`src/sv/lfsa_pkg.sv`:
```
// Shared types and constants for the lowest free slot lease allocator.
package lfsa_pkg;

  localparam int SLOTS_DEFAULT = 256;
  localparam int CNT_W         = 9;
  localparam int TIME_W        = 30;
  localparam int REL_W         = 31;
  localparam int TOTAL_W       = 48;
  localparam int IDX_OUT_W     = 8;

  localparam logic [CNT_W-1:0]   CNT_RESET = 9'd256;
  localparam logic [TOTAL_W-1:0] TOTAL_MAX = {TOTAL_W{1'b1}};

  // Request fields as they arrive on the input channel
  typedef struct packed {
    logic [TIME_W-1:0] req_time;
    logic [TIME_W-1:0] amount;
    logic [TIME_W-1:0] hold_time;
  } lfsa_in_t;

  // Result fields as they leave on the output channel
  typedef struct packed {
    logic                 granted;
    logic [IDX_OUT_W-1:0] slot_index;
    logic [TOTAL_W-1:0]   slot_total;
  } lfsa_out_t;

  // Request plus partial result, handed from cell to cell
  typedef struct packed {
    logic [TIME_W-1:0]  req_time;
    logic [TIME_W-1:0]  amount;
    logic [TIME_W-1:0]  hold_time;
    logic               granted;
    logic [TOTAL_W-1:0] slot_total;
  } lfsa_item_t;

endpackage

```
`src/sv/lfsa_cell.sv`:
```
// One slot of the allocator chain: lease state, total, and one request stage.
module lfsa_cell #(
  parameter int IDX_W    = 8,
  parameter int CELL_IDX = 0
) (
  input  logic                          clk,
  input  logic                          rst_n,
  input  logic                          en,
  input  logic [lfsa_pkg::CNT_W-1:0]    slot_count,
  input  logic                          valid_i,
  input  lfsa_pkg::lfsa_item_t          item_i,
  input  logic [IDX_W-1:0]              idx_i,
  output logic                          valid_o,
  output lfsa_pkg::lfsa_item_t          item_o,
  output logic [IDX_W-1:0]              idx_o
);

  localparam int CMP_W = (IDX_W + 1 > lfsa_pkg::CNT_W) ? IDX_W + 1 : lfsa_pkg::CNT_W;

  logic                          busy_r, busy_nxt;
  logic [lfsa_pkg::REL_W-1:0]    rel_r, rel_nxt;
  logic [lfsa_pkg::TOTAL_W-1:0]  total_r, total_nxt;
  logic                          valid_r;
  lfsa_pkg::lfsa_item_t          item_r, item_nxt;
  logic [IDX_W-1:0]              idx_r, idx_nxt;

  logic                          active;
  logic                          busy_hold;
  logic                          take;
  logic [lfsa_pkg::TOTAL_W:0]    sum;
  logic [lfsa_pkg::TOTAL_W-1:0]  sat_total;

  // slot is usable only below the configured count
  assign active = CMP_W'(CELL_IDX) < CMP_W'(slot_count);

  // lease expiry, then claim if nobody upstream took the request
  always_comb begin
    busy_hold = busy_r && (rel_r > lfsa_pkg::REL_W'(item_i.req_time));
    take      = valid_i && !item_i.granted && active && !busy_hold;
    sum       = {1'b0, total_r} + (lfsa_pkg::TOTAL_W + 1)'(item_i.amount);
    sat_total = sum[lfsa_pkg::TOTAL_W] ? lfsa_pkg::TOTAL_MAX : sum[lfsa_pkg::TOTAL_W-1:0];

    busy_nxt  = valid_i ? (take || busy_hold) : busy_r;
    rel_nxt   = take ? lfsa_pkg::REL_W'(item_i.req_time) + lfsa_pkg::REL_W'(item_i.hold_time)
                     : rel_r;
    total_nxt = take ? sat_total : total_r;

    item_nxt  = item_i;
    idx_nxt   = idx_i;
    if (take) begin
      item_nxt.granted    = 1'b1;
      item_nxt.slot_total = sat_total;
      idx_nxt             = IDX_W'(CELL_IDX);
    end
  end

  // control and totals reset; lease time and stage payload do not
  always_ff @(posedge clk) begin
    if (!rst_n) begin
      busy_r  <= 1'b0;
      total_r <= '0;
      valid_r <= 1'b0;
    end else if (en) begin
      busy_r  <= busy_nxt;
      total_r <= total_nxt;
      valid_r <= valid_i;
    end
  end

  always_ff @(posedge clk) begin
    if (en) begin
      rel_r  <= rel_nxt;
      item_r <= item_nxt;
      idx_r  <= idx_nxt;
    end
  end

  assign valid_o = valid_r;
  assign item_o  = item_r;
  assign idx_o   = idx_r;

  // a request granted upstream passes through untouched
  a_keep_grant: assert property (@(posedge clk) disable iff (!rst_n)
    en && valid_i && item_i.granted |=> item_r.granted && idx_r == $past(idx_i))
    else $error("cell altered an upstream grant");

  // a claim leaves the slot leased
  a_claim_busy: assert property (@(posedge clk) disable iff (!rst_n)
    en && take |=> busy_r)
    else $error("claimed slot not marked busy");

  // an expired lease with no claim frees the slot
  a_expire_free: assert property (@(posedge clk) disable iff (!rst_n)
    en && valid_i && busy_r && !busy_hold && !take |=> !busy_r)
    else $error("expired lease not freed");

endmodule
```
`config.mk`:
```
export PLATFORM = sky130hd
export DESIGN_NAME = lfsa_cell
export DESIGN_NICKNAME = d
export VERILOG_FILES = /design/src/sv/lfsa_pkg.sv /design/src/sv/lfsa_cell.sv
export SDC_FILE = /design/constraint.sdc
export NUM_CORES = 1
export LEC_CHECK = 0
export BUFFER_PORTS_ARGS = -buffer_cell sky130_fd_sc_hd__buf_4
export CAP_MARGIN = 20
export CORE_ASPECT_RATIO = 1.25
export CORE_MARGIN = 3
export CORE_UTILIZATION = 35
export CTS_BUF_LIST = sky130_fd_sc_hd__clkbuf_16
export CTS_CLUSTER_SIZE = 25
export DETAILED_ROUTE_END_ITERATION = 12
export SYNTH_ARGS = -nofsm -noshare
export SYNTH_HDL_FRONTEND = slang
export SYNTH_SLANG_ARGS = --single-unit
```
`constraint.sdc`:
```
create_clock -name clk -period 4 [get_ports clk]
set_clock_uncertainty 0.2 [all_clocks]
set_input_delay 1 -clock clk [delete_from_list [all_inputs] [get_ports clk]]
set_output_delay 1 -clock clk [all_outputs]
set_load 0.005 [all_outputs]
```
======== Yosys cells after proc, flatten, opt, wreduce, memory -nomap -nowiden ========
Index checks and enable logic that the tools add are counted.
word-level totals
  input port bits ......................... 160
  bits in registers ....................... 228
  word-level logic and storage cells ...... 25
operators by class
  reduce and logical (&&, ||, !) cells .... 9
  mux-type cells .......................... 2
  magnitude comparators ................... 2
  $add $sub $neg .......................... 2
operators with widths
  operator                                                   number
  2-to-1 mux 48 bit                                          2
  adder 48 x 30 -> 49 bit                                    1
  adder 30 x 30 -> 31 bit                                    1
  greater-than comparator 31 x 30 -> 1 bit                   1
  less-than comparator 1 x 9 -> 1 bit, first input constant  1
  logical AND 1 bit                                          4
  AND reduction 2 bit                                        2
  zero test 1 bit                                            2
  logical OR 1 bit                                           1

======== Longest topological paths before layout ========
  word-level depth ........................ 5
  gate-level depth with buffers ........... 15
  depth with buffers taken out ............ 13

======== Worst setup path after synthesis ========
No wires, ideal clock.
  path kind ............................... input port to flip-flop
  start ................................... in item_i[138] in the netlist's numbering
  end ..................................... reg rel_r[0] in the netlist's numbering (enable)
  library setup time ...................... 377 ps
  data arrival time ....................... 3366 ps
  setup slack ............................. 57 ps
  cell stages on the path ................. 12
  path through ............................ inv_1 -> ha_1 -> a211o_1 -> a31oi_1 -> o21ai_0 -> and3_1 -> nor3b_1 -> buf_2 -> nand2_2 -> inv_2 -> buf_2 -> buf_2
between the ends
  word-level cells in the longest chain between the ends .. 5
ends and longest elaborated chain
  what                                      RTL line         source
  start: declaration                        lfsa_cell.sv:11  input lfsa_pkg::lfsa_item_t item_i,
  greater-than comparator 31 x 30 -> 1 bit  lfsa_cell.sv:38  busy_hold = busy_r && (rel_r > lfsa_pkg::REL_W'(item_i.req_time));
  logical AND 1 bit                         lfsa_cell.sv:38
  zero test 1 bit                           lfsa_cell.sv:39  take = valid_i && !item_i.granted && active && !busy_hold;
  logical AND 1 bit                         lfsa_cell.sv:39
  AND reduction 2 bit (no line)             n/a
  end signal: assignment                    lfsa_cell.sv:72  rel_r <= rel_nxt;
  end: declaration                          lfsa_cell.sv:21  logic [lfsa_pkg::REL_W-1:0] rel_r, rel_nxt;
No other way between the ends.
A chain may end at the register's enable or synchronous reset.

======== Final worst setup path ========
  start ................................... in item_i[79] in the netlist's numbering
  end ..................................... reg total_r[42] in the netlist's numbering
between the ends
  word-level cells in the longest chain between the ends .. 2
ends and longest elaborated chain
  what                     RTL line         source
  adder 48 x 30 -> 49 bit  lfsa_cell.sv:40  sum = {1'b0, total_r} + (lfsa_pkg::TOTAL_W + 1)'(item_i.amount);
  2-to-1 mux 48 bit        lfsa_cell.sv:41  sat_total = sum[lfsa_pkg::TOTAL_W] ? lfsa_pkg::TOTAL_MAX : sum[lfsa_pkg::TOTAL_W-1:0];
  end signal: assignment   lfsa_cell.sv:65  total_r <= total_nxt;
  end: declaration         lfsa_cell.sv:22  logic [lfsa_pkg::TOTAL_W-1:0] total_r, total_nxt;
No other way between the ends.

==> impl_metrics.xml <==
<?xml version="1.0" encoding="UTF-8"?>
<metrics>
  <group name="global_route">
    <metric name="met3_global_route_usage" unit="%">3.36</metric>
    <metric name="met2_track_usage_gr" unit="%">34.1</metric>
    <metric name="grt_max_degree" unit="">67</metric>
    <metric name="grt.total_usage" unit="%">18.2</metric>
    <metric name="gr-total-overflow" unit="">0</metric>
    <metric name="grt_first_pass_wirelength" unit="um">52600</metric>
    <metric name="grtUsageMet1" unit="%">20.8</metric>
    <metric name="grt_antenna_before_repair" unit="">0</metric>
    <metric name="global_route.peak_usage_layer" unit="">met2</metric>
    <metric name="grt_pass1_vias" unit="">10100</metric>
  </group>
  <group name="placed_design">
    <metric name="numPortBuffers" unit="">307</metric>
    <metric name="detailedPlacementHpwl" unit="um">26800</metric>
    <metric name="placed_cells" unit="">1943</metric>
    <metric name="finalWeightedCongestion" unit="">0.833</metric>
    <metric name="pre_cts_ws" unit="ns">-0.291</metric>
  </group>
  <group name="routing">
    <metric name="detail-route-antenna-nets" unit="">0</metric>
    <metric name="drt_first_iter_violations" unit="">419</metric>
    <metric name="vias_per_inst" unit="">4.98</metric>
    <metric name="drc" unit="">0</metric>
    <metric name="first_pass_iters" unit="">5</metric>
    <metric name="routed-via-count" unit="">9911</metric>
    <metric name="detail_route.wirelength" unit="um">34700</metric>
    <metric name="drt-wirelength-per-cell" unit="um">17.4</metric>
  </group>
  <group name="clock_tree">
    <metric name="cts_post_setup_buffers_inserted" unit="">0</metric>
    <metric name="cts-root-buf" unit="">sky130_fd_sc_hd__clkbuf_16</metric>
    <metric name="clock_slew_seen_by_the_registers_of_the_worst_setup_and_hold_paths" unit="ns">0.06</metric>
    <metric name="tritoncts" unit="">yes</metric>
    <metric name="ctsHtreeMaxLevel" unit="">1</metric>
    <metric name="cts_num_sinks" unit="">228</metric>
    <metric name="clock_path_buffers" unit="">3</metric>
    <metric name="clock_latency" unit="ns">0.54</metric>
    <metric name="post_cts_resized" unit="">0</metric>
    <metric name="tritoncts.num_buffers" unit="">26</metric>
    <metric name="post_cts_hold_buffer_count" unit="">0</metric>
  </group>
  <group name="logic_synthesis">
    <metric name="number_of_enable_type_register_cells_in_the_synthesized_netlist" unit="">178</metric>
    <metric name="synth.lib_cells_used.distinct" unit="">70</metric>
    <metric name="post-synth-top-count-cell" unit="">sky130_fd_sc_hd__edfxtp_1</metric>
    <metric name="netlist_instances" unit="">1107</metric>
    <metric name="total_standard_cell_area_after_synthesis" unit="sq mm">0.0121</metric>
    <metric name="synth_cell_count_leaders" unit="">sky130_fd_sc_hd__edfxtp_1 (178), sky130_fd_sc_hd__nor2_1 (131), sky130_fd_sc_hd__a21oi_1 (107)</metric>
    <metric name="async_reset_ff_share" unit="%">0</metric>
    <metric name="yosys_reg_bits" unit="">228</metric>
    <metric name="ys_top_cells_by_area" unit="">sky130_fd_sc_hd__edfxtp_1 (44%), sky130_fd_sc_hd__ha_1 (9.3%), sky130_fd_sc_hd__dfxtp_1 (8.3%)</metric>
    <metric name="synth_fp_nets" unit="">1359</metric>
    <metric name="synth.top_cell.area_share" unit="%">44.2</metric>
    <metric name="most_area_hungry_cell_type_in_the_yosys_netlist" unit="">sky130_fd_sc_hd__edfxtp_1</metric>
    <metric name="synthFlopType" unit="">sky130_fd_sc_hd__edfxtp_1</metric>
    <metric name="synth_warnings" unit="">0</metric>
    <metric name="seq_area_frac_synth" unit="%">52.5</metric>
    <metric name="avgSynthCellArea" unit="sq um">10.9</metric>
  </group>
  <group name="setup_path">
    <metric name="critical_path_startpoint_category" unit="">input pin</metric>
    <metric name="critical_path_peak_fanout" unit="">22</metric>
    <metric name="crit_type" unit="">input pin to flip-flop</metric>
    <metric name="crit_required" unit="ns">4.24</metric>
    <metric name="arr_time_crit_path" unit="ns">3.94</metric>
    <metric name="endpoint_kind" unit="">flip-flop</metric>
  </group>
  <group name="final_layout">
    <metric name="nFillCells" unit="">3131</metric>
    <metric name="layout_cell_share_with_drive_strength_beyond_1" unit="%">31.9</metric>
    <metric name="layout.core_utilization" unit="%">48.9</metric>
    <metric name="instances_no_fill" unit="">1990</metric>
    <metric name="areaGrowthSynthToFinish" unit="%">37.0</metric>
    <metric name="num-nets-final" unit="">1761</metric>
    <metric name="antenna_cells" unit="">0</metric>
  </group>
  <group name="floorplan">
    <metric name="floorplan.die.width" unit="um">172</metric>
    <metric name="num_io_pins" unit="">308</metric>
    <metric name="die_h" unit="um">214</metric>
    <metric name="initial_core_util" unit="%">35.7</metric>
    <metric name="design.core.area" unit="sq mm">0.0339</metric>
    <metric name="site_rows" unit="">75</metric>
    <metric name="fp.dieArea" unit="sq mm">0.0368</metric>
  </group>
  <group name="timing">
    <metric name="hold-worst-slack" unit="ns">0.300</metric>
    <metric name="timing.final.setup_violations" unit="">0</metric>
    <metric name="worst-slew-pin-transition" unit="ns">1.05</metric>
    <metric name="post-route-period-util" unit="%">92.5</metric>
    <metric name="max_slew_margin" unit="%">29.7</metric>
    <metric name="timing.final.hold_violations" unit="">0</metric>
    <metric name="fmaxAchievable" unit="MHz">270</metric>
    <metric name="final.setup.worst_slack" unit="ns">0.299</metric>
    <metric name="rsz0062_at_grt" unit="">no</metric>
    <metric name="period_needed" unit="ns">3.70</metric>
    <metric name="slew_viol_final" unit="">0</metric>
  </group>
  <group name="run_status">
    <metric name="outcome" unit="">complete, no violations</metric>
  </group>
  <group name="hold_path">
    <metric name="worstHoldPathType" unit="">flip-flop to flip-flop</metric>
  </group>
  <group name="flow_run">
    <metric name="drv_cap" unit="">0</metric>
  </group>
  <group name="pwr">
    <metric name="ir_drop" unit="uV">289</metric>
    <metric name="totalPowerFinal" unit="mW">6.44</metric>
    <metric name="p_leak" unit="nW">7.06</metric>
    <metric name="p_per_area" unit="mW/mm^2">389</metric>
  </group>
</metrics>
-- cells in the final DEF (no fill, tap or decap), types with 5 or more instances in the layout --
master | netlist | final
sky130_fd_sc_hd__nor2b_1 | 14 | 14
sky130_fd_sc_hd__o21ai_1 | 6 | 6
sky130_fd_sc_hd__and3_1 | 11 | 11
sky130_fd_sc_hd__ha_1 | 90 | 90
sky130_fd_sc_hd__a21oi_2 | 7 | 7
sky130_fd_sc_hd__o21ai_0 | 50 | 50
sky130_fd_sc_hd__edfxtp_1 | 178 | 178
sky130_fd_sc_hd__nand2b_1 | 7 | 7
sky130_fd_sc_hd__a31oi_1 | 30 | 30
sky130_fd_sc_hd__a21oi_1 | 107 | 107
sky130_fd_sc_hd__nand2_1 | 44 | 44
sky130_fd_sc_hd__and4_1 | 5 | 5
sky130_fd_sc_hd__a211oi_1 | 17 | 17
sky130_fd_sc_hd__nor3_1 | 15 | 15
sky130_fd_sc_hd__and2_1 | 12 | 12
sky130_fd_sc_hd__nor2_1 | 131 | 131
sky130_fd_sc_hd__clkinv_1 | 0 | 8
sky130_fd_sc_hd__a21o_1 | 25 | 25
sky130_fd_sc_hd__xnor2_1 | 40 | 40
sky130_fd_sc_hd__nand3_1 | 23 | 23
sky130_fd_sc_hd__dfxtp_1 | 50 | 50
sky130_fd_sc_hd__buf_4 | 0 | 402
sky130_fd_sc_hd__a311oi_2 | 7 | 7
sky130_fd_sc_hd__clkbuf_16 | 0 | 27
sky130_fd_sc_hd__o21bai_1 | 10 | 10
sky130_fd_sc_hd__xor2_1 | 24 | 24
sky130_fd_sc_hd__a311oi_1 | 9 | 9
sky130_fd_sc_hd__o21a_1 | 13 | 13
sky130_fd_sc_hd__buf_12 | 0 | 8
sky130_fd_sc_hd__nand4_1 | 13 | 13
sky130_fd_sc_hd__inv_1 | 60 | 63
-- metal layers --
layer / share of wire [%] / wire, um
met5: 0 / 0
met4: 2.9 / 1020
met3: 5.9 / 2030
met2: 52 / 18000
met1: 39 / 13600
-- final timing paths --
path | from | end | slack, ns | depth (start not counted)
hold reg to reg | valid_o | valid_o | 0.30 | 2
setup / recovery | item_i[79] | total_r[42] | 0.30 | 13
setup reg to reg | total_r[0] | total_r[42] | 0.51 | 12
hold / removal | valid_o | valid_o | 0.30 | 2
-- critical path, cell delays in order --
cell and delay [ns]:
sky130_fd_sc_hd__buf_4 0.09, sky130_fd_sc_hd__ha_1 0.18, sky130_fd_sc_hd__fa_1 0.21, sky130_fd_sc_hd__a211oi_1 0.10
sky130_fd_sc_hd__o21a_1 0.20, sky130_fd_sc_hd__o21ai_2 0.29, sky130_fd_sc_hd__o31ai_4 0.10, sky130_fd_sc_hd__a31oi_4 0.17
sky130_fd_sc_hd__a31oi_2 0.15, sky130_fd_sc_hd__nor3_4 0.87, sky130_fd_sc_hd__nor2_1 0.07, sky130_fd_sc_hd__buf_4 0.20
sky130_fd_sc_hd__a311oi_1 0.29
-- final cells by class --
type                            count  area [sq um]  share of cell area [%]
Sequential cell                   228          6350                    38.3
Tap cell                          462           578                    3.49
Timing Repair Buffer              411          3190                    19.2
Multi-Input combinational cell    780          5350                    32.3
Clock buffer                       27           676                    4.08
Clock inverter                     20           199                    1.20
Inverter                           62           235                    1.42
-- sequential cells by signal, indices dropped and copies added (netlist names) --
register and count:
item_o 139, total_r 48, idx_o 8, busy_r 1, rel_r 31, valid_o 1
-- cells by family after synthesis --
family,Yosys count,synth area share [%]
flip-flops,228,52.5
adder cells (fa/ha/maj),92,9.64
AO/OA/AOI/OAI,328,18.2
multiplexers,3,0.248
buffers and inverters,99,3.42
AND/OR/NAND/NOR,293,11.4
XOR/XNOR,64,4.63
-- per-stage QoR --
step / TNS, ns / area [sq um]
after floorplan: 0 / 12100
after global placement: -11.77 / 15700
after detailed placement: -13.36 / 15700
after CTS: 0 / 16600
after global routing: 0 / 16600
final: 0 / 16600
-- where the power goes --
part / internal, mW / total (mW) / switching [mW]
registers: 2.74 / 2.80 / 0.0528
clock network: 1.47 / 2.46 / 0.988
logic: 0.591 / 1.18 / 0.593
(Power assumes the default switching activity.)
